$ cat src/rtl/core/ple_pkg.sv
package ple_pkg;

    // Field widths fixed by the interface.
    localparam int CMD_W  = 2;
    localparam int COEF_W = 16;
    localparam int EXP_W  = 8;
    localparam int X_W    = 16;
    localparam int ACC_W  = 48;
    localparam int FRAC_W = 8;

    // Command codes.
    localparam logic [CMD_W-1:0] CMD_CLEAR = 2'd0;
    localparam logic [CMD_W-1:0] CMD_LOAD  = 2'd1;
    localparam logic [CMD_W-1:0] CMD_EVAL  = 2'd2;

    // Saturation limits of the accumulator.
    localparam logic signed [ACC_W-1:0] ACC_MAX = {1'b0, {(ACC_W-1){1'b1}}};
    localparam logic signed [ACC_W-1:0] ACC_MIN = {1'b1, {(ACC_W-1){1'b0}}};

    // Controls shared by every coefficient cell.
    typedef struct packed {
        logic clr;
        logic shift;
    } cell_ctl_t;

    // Controls of the multiply-accumulate unit.
    typedef struct packed {
        logic clr;
        logic start;
        logic step;
    } mac_ctl_t;

endpackage

$ cat src/rtl/core/polynomial_load_and_evaluate_top.sv
// Channel | Direction | Handshake          | Payload
// in      | request   | in_valid/in_stall  | cmd, coef, exponent, x_value
// out     | result    | out_valid/out_stall| value, saturated
//
// Clear and load requests give no result.
// An evaluate request runs MAX_DEGREE+1 Horner steps in the single multiply-accumulate
// unit, fed by the coefficient ring rotating one cell per cycle; the result is then
// offered through ST_FIN and the output register, waiting in ST_FIN while that register is full.
// Reset clears all coefficients, the accumulator and all control state at once.
// in_stall is high while an evaluation runs or its result waits for a full output register.
module polynomial_load_and_evaluate_top
#(
    parameter int MAX_DEGREE = 15
)
(
    input  logic                                clk,
    input  logic                                rst_n,
    input  logic                                in_valid,
    output logic                                in_stall,
    input  logic [ple_pkg::CMD_W-1:0]           cmd,
    input  logic signed [ple_pkg::COEF_W-1:0]   coef,
    input  logic [ple_pkg::EXP_W-1:0]           exponent,
    input  logic signed [ple_pkg::X_W-1:0]      x_value,
    output logic                                out_valid,
    input  logic                                out_stall,
    output logic signed [ple_pkg::ACC_W-1:0]    value,
    output logic                                saturated
);

    localparam int DEPTH = MAX_DEGREE + 1;
    localparam int CNT_W = $clog2(DEPTH);

    localparam logic [1:0] ST_IDLE = 2'd0;
    localparam logic [1:0] ST_RUN  = 2'd1;
    localparam logic [1:0] ST_FIN  = 2'd2;

    logic [1:0]                        state_reg;
    logic [1:0]                        state_next;
    logic [CNT_W-1:0]                  cnt_reg;
    logic [CNT_W-1:0]                  cnt_next;
    logic                              out_valid_reg;
    logic                              out_valid_next;
    logic signed [ple_pkg::ACC_W-1:0]  value_reg;
    logic                              sat_out_reg;

    logic                              in_take;
    logic                              out_free;
    logic                              out_load;
    ple_pkg::cell_ctl_t                cell_ctl;
    ple_pkg::mac_ctl_t                 mac_ctl;
    logic signed [ple_pkg::COEF_W-1:0] ring [DEPTH];
    logic signed [ple_pkg::ACC_W-1:0]  mac_acc;
    logic                              mac_sat;

    assign in_stall = (state_reg != ST_IDLE);
    assign in_take  = in_valid && !in_stall;
    assign out_free = !out_valid_reg || !out_stall;
    assign out_load = (state_reg == ST_FIN) && out_free;

    // Controls for the ring and the accumulator.
    always_comb
    begin
        cell_ctl.clr   = in_take && (cmd == ple_pkg::CMD_CLEAR);
        cell_ctl.shift = (state_reg == ST_RUN);
        mac_ctl.clr    = cell_ctl.clr;
        mac_ctl.start  = in_take && (cmd == ple_pkg::CMD_EVAL);
        mac_ctl.step   = (state_reg == ST_RUN);
    end

    // Ring of coefficient cells; the top cell feeds the multiply-accumulate unit
    // and wraps around to cell zero, so a full pass restores the order.
    for (genvar i = 0; i < DEPTH; i++)
    begin : g_cell
        localparam int PREV = (i == 0) ? DEPTH - 1 : i - 1;
        logic wr_en;

        assign wr_en = in_take && (cmd == ple_pkg::CMD_LOAD) &&
                       (exponent == ple_pkg::EXP_W'(i));

        ple_cell u_cell
        (
            .clk       (clk),
            .rst_n     (rst_n),
            .ctl       (cell_ctl),
            .wr_en     (wr_en),
            .wr_coef   (coef),
            .prev_coef (ring[PREV]),
            .coef_out  (ring[i])
        );
    end

    ple_mac u_mac
    (
        .clk     (clk),
        .rst_n   (rst_n),
        .ctl     (mac_ctl),
        .x_in    (x_value),
        .coef_in (ring[DEPTH-1]),
        .acc     (mac_acc),
        .sat     (mac_sat)
    );

    // Sequencer: idle, Horner steps, hand-off to the output register.
    always_comb
    begin
        state_next = state_reg;
        cnt_next   = cnt_reg;
        case (state_reg)
            ST_IDLE:
            begin
                if (mac_ctl.start)
                begin
                    state_next = ST_RUN;
                    cnt_next   = '0;
                end
            end
            ST_RUN:
            begin
                cnt_next = cnt_reg + 1'b1;
                if (cnt_reg == CNT_W'(MAX_DEGREE))
                begin
                    state_next = ST_FIN;
                end
            end
            ST_FIN:
            begin
                if (out_free)
                begin
                    state_next = ST_IDLE;
                end
            end
            default:
            begin
                state_next = ST_IDLE;
            end
        endcase
    end

    // Output register valid flag.
    always_comb
    begin
        out_valid_next = out_valid_reg;
        if (out_load)
        begin
            out_valid_next = 1'b1;
        end
        else if (out_valid_reg && !out_stall)
        begin
            out_valid_next = 1'b0;
        end
    end

    always_ff @(posedge clk or negedge rst_n)
    begin
        if (!rst_n)
        begin
            state_reg     <= ST_IDLE;
            cnt_reg       <= '0;
            out_valid_reg <= 1'b0;
        end
        else
        begin
            state_reg     <= state_next;
            cnt_reg       <= cnt_next;
            out_valid_reg <= out_valid_next;
        end
    end

    always_ff @(posedge clk)
    begin
        if (out_load)
        begin
            value_reg   <= mac_acc;
            sat_out_reg <= mac_sat;
        end
    end

    assign out_valid = out_valid_reg;
    assign value     = value_reg;
    assign saturated = sat_out_reg;

endmodule

$ cat src/rtl/core/ple_cell.sv
module ple_cell
(
    input  logic                                clk,
    input  logic                                rst_n,
    input  ple_pkg::cell_ctl_t                  ctl,
    input  logic                                wr_en,
    input  logic signed [ple_pkg::COEF_W-1:0]   wr_coef,
    input  logic signed [ple_pkg::COEF_W-1:0]   prev_coef,
    output logic signed [ple_pkg::COEF_W-1:0]   coef_out
);

    logic signed [ple_pkg::COEF_W-1:0] coef_reg;
    logic signed [ple_pkg::COEF_W-1:0] coef_next;

    // A clear wins over a load; the ring shift only runs during an evaluation.
    always_comb
    begin
        coef_next = coef_reg;
        if (ctl.clr)
        begin
            coef_next = '0;
        end
        else if (wr_en)
        begin
            coef_next = wr_coef;
        end
        else if (ctl.shift)
        begin
            coef_next = prev_coef;
        end
    end

    always_ff @(posedge clk or negedge rst_n)
    begin
        if (!rst_n)
        begin
            coef_reg <= '0;
        end
        else
        begin
            coef_reg <= coef_next;
        end
    end

    assign coef_out = coef_reg;

endmodule

$ cat src/rtl/core/ple_mac.sv
module ple_mac
(
    input  logic                                clk,
    input  logic                                rst_n,
    input  ple_pkg::mac_ctl_t                   ctl,
    input  logic signed [ple_pkg::X_W-1:0]      x_in,
    input  logic signed [ple_pkg::COEF_W-1:0]   coef_in,
    output logic signed [ple_pkg::ACC_W-1:0]    acc,
    output logic                                sat
);

    localparam int PROD_W = ple_pkg::ACC_W + ple_pkg::X_W;
    localparam int SHR_W  = PROD_W - ple_pkg::FRAC_W;
    localparam int SUM_W  = SHR_W + 1;
    localparam int SC_W   = ple_pkg::COEF_W + ple_pkg::FRAC_W;

    logic signed [ple_pkg::ACC_W-1:0] acc_reg;
    logic signed [ple_pkg::ACC_W-1:0] acc_next;
    logic                             sat_reg;
    logic                             sat_next;
    logic signed [ple_pkg::X_W-1:0]   x_reg;
    logic signed [ple_pkg::X_W-1:0]   x_next;

    logic signed [PROD_W-1:0]         prod;
    logic signed [SHR_W-1:0]          shr;
    logic signed [SC_W-1:0]           coef_sc;
    logic signed [SUM_W-1:0]          sum;
    logic                             in_range;
    logic signed [ple_pkg::ACC_W-1:0] step_acc;

    // One Horner step: floor(acc * x / 256) + coef * 256, clipped to 48 bits.
    assign prod     = PROD_W'(acc_reg) * PROD_W'(x_reg);
    assign shr      = prod[PROD_W-1:ple_pkg::FRAC_W];
    assign coef_sc  = {coef_in, {ple_pkg::FRAC_W{1'b0}}};
    assign sum      = SUM_W'(shr) + SUM_W'(coef_sc);
    assign in_range = (sum[SUM_W-1:ple_pkg::ACC_W-1] == '0) ||
                      (sum[SUM_W-1:ple_pkg::ACC_W-1] == '1);

    always_comb
    begin
        if (in_range)
        begin
            step_acc = sum[ple_pkg::ACC_W-1:0];
        end
        else if (sum[SUM_W-1])
        begin
            step_acc = ple_pkg::ACC_MIN;
        end
        else
        begin
            step_acc = ple_pkg::ACC_MAX;
        end
    end

    // Accumulator, sticky clip flag and the held evaluation point.
    always_comb
    begin
        acc_next = acc_reg;
        sat_next = sat_reg;
        x_next   = x_reg;
        if (ctl.clr)
        begin
            acc_next = '0;
            sat_next = 1'b0;
        end
        else if (ctl.start)
        begin
            acc_next = '0;
            sat_next = 1'b0;
            x_next   = x_in;
        end
        else if (ctl.step)
        begin
            acc_next = step_acc;
            sat_next = sat_reg | ~in_range;
        end
    end

    always_ff @(posedge clk or negedge rst_n)
    begin
        if (!rst_n)
        begin
            acc_reg <= '0;
            sat_reg <= 1'b0;
        end
        else
        begin
            acc_reg <= acc_next;
            sat_reg <= sat_next;
        end
    end

    always_ff @(posedge clk)
    begin
        x_reg <= x_next;
    end

    assign acc = acc_reg;
    assign sat = sat_reg;

endmodule
$ cat config.mk
export PLATFORM = sky130hd
export DESIGN_NAME = polynomial_load_and_evaluate_top
export DESIGN_NICKNAME = d
export VERILOG_FILES = /design/src/rtl/core/ple_pkg.sv /design/src/rtl/core/polynomial_load_and_evaluate_top.sv /design/src/rtl/core/ple_cell.sv /design/src/rtl/core/ple_mac.sv
export SDC_FILE = /design/constraint.sdc
export NUM_CORES = 2
export LEC_CHECK = 0
export ABC_AREA = 1
export BUFFER_PORTS_ARGS = -buffer_cell sky130_fd_sc_hd__buf_2
export CORE_ASPECT_RATIO = 0.5
export CORE_MARGIN = 2
export CORE_UTILIZATION = 55
export CTS_BUF_LIST = sky130_fd_sc_hd__clkbuf_4 sky130_fd_sc_hd__clkbuf_8
export CTS_CLUSTER_DIAMETER = 100
export DETAILED_ROUTE_END_ITERATION = 6
export PLACE_DENSITY = 0.72
export SYNTH_ARGS = -nofsm -noshare
export SYNTH_HDL_FRONTEND = slang
export SYNTH_SLANG_ARGS = --single-unit
$ cat constraint.sdc
create_clock -name clk -period 7.4 [get_ports clk]
set_input_delay 0.37 -clock clk [delete_from_list [all_inputs] [get_ports clk]]
set_output_delay 0.37 -clock clk [all_outputs]
set_load 0.005 [all_outputs]
==> summary.txt <==
Setup path
  – CP required: 8.04 ns
  – Worst Path Max Fanout: 8
  – WP data arrival: 9.23 ns
  – Reg2Reg Depth: 45
  – Max stage delay cell, worst path: fa_1
  – Most frequent CP cell: nand2_1
  – Setup CP Type: reg -> reg
  – Worst reg-to-reg setup slack: -1.19 ns
  – Critical Path Sink Type: flip-flop
  – R2R Path Start: u_mac.x_reg[4]
  – CP max stage delay: 0.55 ns
  – Nature of the critical path startpoint: flip-flop
  – Capturing point of the worst reg2reg path: u_mac.acc[1]

STA
  – Ratio of final minimum period to clock period: 116%
  – # setup viols final: 49
  – Final slew viol count: 0
  – Slew @ Worst Pin: 1.04 ns
  – Fmax: 116 MHz
  – Final clock skew: 0.0389 ns
  – Final min period: 8.59 ns
  – Final WS setup: -1.19 ns
  – Fin. Hold Viols: 0
  – RSZ-0062 raised after global routing: true
  – Max-slew headroom: 30.8%

Drt
  – Post-route DRC: 10
  – Initial drt markers: 4879
  – Via count: 46000
  – Vias per cell: 5.54
  – Post-DR wirelength/cell: 20.5 um
  – Post-route ant nets: 0
  – Total Wirelength: 170000 um
  – Initial DRT Pass Iterations: 7

Synth
  – Synth area leader: fa_1
  – Synth async-reset ratio: 82.8%
  – Synth Warn #: 0
  – Post-synth EDFFs: 65
  – Seq/Total Area, Yosys: 20.4%
  – Syn_nets: 7298
  – Synth top area cells: fa_1 (30%), dfrtp_1 (16%), nand2_1 (12%)
  – Cells after synthesis: 6343
  – Yosys cell types: 47
  – Netlist Area Pre-Place: 47900 um^2
  – Count leader, synth: nand2_1
  – Share of the synthesized area in the top cell type: 29.7%
  – Yosys reg bits: 377
  – Syn_area_per_cell: 7.54 um^2
  – Main synth FF type: dfrtp_1
  – Most frequent cells after synthesis: nand2_1 (1591), inv_1 (1474), fa_1 (710)

Placed design
  – Gp weighted congestion: 0.987
  – Placed cell areas: 54700 um^2
  – HPWL after DPL: 119000 um
  – IO buf count: 96

Clock network
  – H-tree Lvls: 2
  – Clock-pin slew on the worst setup and hold paths: 0.08 ns
  – CTS sink count: 377
  – Max clock buf depth: 3
  – Clock Latency Late Sink: 0.75 ns
  – Root Buffer: clkbuf_8
  – TritonCTS buffer count: 60
  – CTS tree: done

Cells and area
  – Final net count: 8039
  – Reg area: 9770 um^2
  – Fill count: 6580
  – Final Cell Area: 61900 um^2
  – Largest register FFs: 256
  – Layout Area Growth over Synthesis: 29.4%
  – Multi-input logic area: 34700 um^2
  – Share of layout cells above drive strength 1: 25.5%

Global route
  – First-pass GRT wire length: 251000 um
  – Initial antenna violation count: 4
  – Total Routing Usage GR: 35.9%
  – Vias in the first global route: 45900
  – Largest net degree at the start of global routing: 131
  – Gr ovfl total: 0

Floorplan
  – Die area: 89500 um^2
  – Row count: 76
  – I/O Pins: 97
  – Core area: 86200 um^2
  – Die width: 421 um
  – Initial Util: 55.5%
  – Die H: 213 um

Job
  – Max cap viols: 0

Outcome
  – Status: finished with violations
  – Violated checks: DRC, setup timing

Hold path
  – Hold Crit Start: cmd[0]
  – WHS Path Cells: 5
  – Worst min path class: in -> reg
  – Worst Hold End: state_reg[0]
[cells by family (layout without fill, tap and decap cells)]
group	Yosys count	in the layout	share of synthesized area [%]
AND/OR/NAND/NOR	2412	2412	20.4
buffers and inverters	1820	2606	14.5
other	0	3	0
flip-flops	377	377	20.4
adder cells (fa/ha/maj)	909	909	34.9
XOR/XNOR	99	99	1.81
AO/OA/AOI/OAI	726	726	8.05
[routing by layer]
metal	up-vias	share of wire (%)	global-route usage, %
li1	20400	-	-
met4	4	4.9	12.2
met3	637	12	7.48
met2	2570	43	55.4
met1	22400	40	50.6
met5	-	0.049	0.269
[through the flow]
step | setup TNS (ns) | cells | util [%] | hold slack [ns] | setup slack (ns)
after floorplan | 0 | 6343 | - | 0.0744 | 0.00240
after global placement | -61.03 | 7988 | 63.5 | 0.485 | -1.34
after detailed placement | -63.70 | 7988 | 63.5 | 0.489 | -1.37
after CTS | -41.29 | 8191 | 68.1 | 0.162 | -0.899
after global routing | -69.19 | 8301 | 71.9 | 0.198 | -1.48
final | -54.93 | 8302 | 71.9 | 0.207 | -1.19
[final cells by class]
type	instances	area share [%]
inverters	1482	9.01
flip-flops and latches	377	15.8
clock inverters	17	0.340
diodes	3	0.0121
well taps	1170	2.36
clock buffers	90	1.79
repair buffers	1017	14.7
multi-input cells	4146	56.0
[cells in the final DEF, fill, tap and decap left out, types with 8 or more instances in the layout]
cell type	Yosys	routed
clkbuf_8	0	69
or2_2	16	16
fa_1	710	663
buf_2	20	95
xnor2_1	41	35
a31oi_2	0	8
buf_4	0	731
dfrtp_2	0	8
dlygate4sd3_1	0	34
o21ai_2	4	18
fa_2	0	47
edfxtp_1	65	65
a21oi_4	0	25
ha_4	0	67
inv_2	8	98
dfrtp_1	312	304
buf_6	6	49
nand3_2	3	36
a21oi_2	0	58
inv_1	1474	1378
clkbuf_16	0	19
buf_12	0	82
nor2_4	0	35
o21ai_0	323	272
nor3_4	0	8
ha_1	199	131
o22ai_1	64	64
o21ai_1	13	44
nand4_1	21	21
nand2_1	1591	1421
xor2_1	58	42
nand2_2	4	142
a21oi_1	267	184
xor2_2	0	12
nor2_1	350	259
nor2_2	5	61
nand2_4	0	30
nand3_1	385	348
clkbuf_4	0	21
[repair_timing]
| action | CTS | global route |
|---|---|---|
| pin swaps | 109 | 245 |
| gates cloned | 7 | 23 |
| buffers inserted | 55 | 94 |
| hold buffers | 34 | 0 |
| gates resized for setup | 385 | 562 |
| hold endpoints to repair | 160 | 0 |
| setup endpoints to repair | 49 | 49 |
[worst max-delay path, delay by kind of cell (launching register included)]
family	cells	cell delay, ns
buf+inv	14	1.57
xor+xnor	1	0.23
flops	1	0.46
compound gates	4	0.77
fa+ha+maj	8	3.70
simple gates	18	1.74
[how the worst max path moves through the flow]
| stage | start | to | cells after the start |
|---|---|---|---|
| finish | u_mac.x_reg[4] | u_mac.acc[1] | 45 |
| global route | u_mac.x_reg[5] | u_mac.acc[4] | 45 |
| CTS | u_mac.x_reg[3] | u_mac.acc[1] | 47 |
| detailed placement | u_mac.x_reg[1] | u_mac.acc[36] | 42 |
| global placement | u_mac.x_reg[1] | u_mac.acc[36] | 42 |
| floorplan | u_mac.acc[22] | u_mac.acc[18] | 40 |
Power is not shown: default switching activity piles up to over one toggle a cycle in this logic, so the estimate is an artifact.
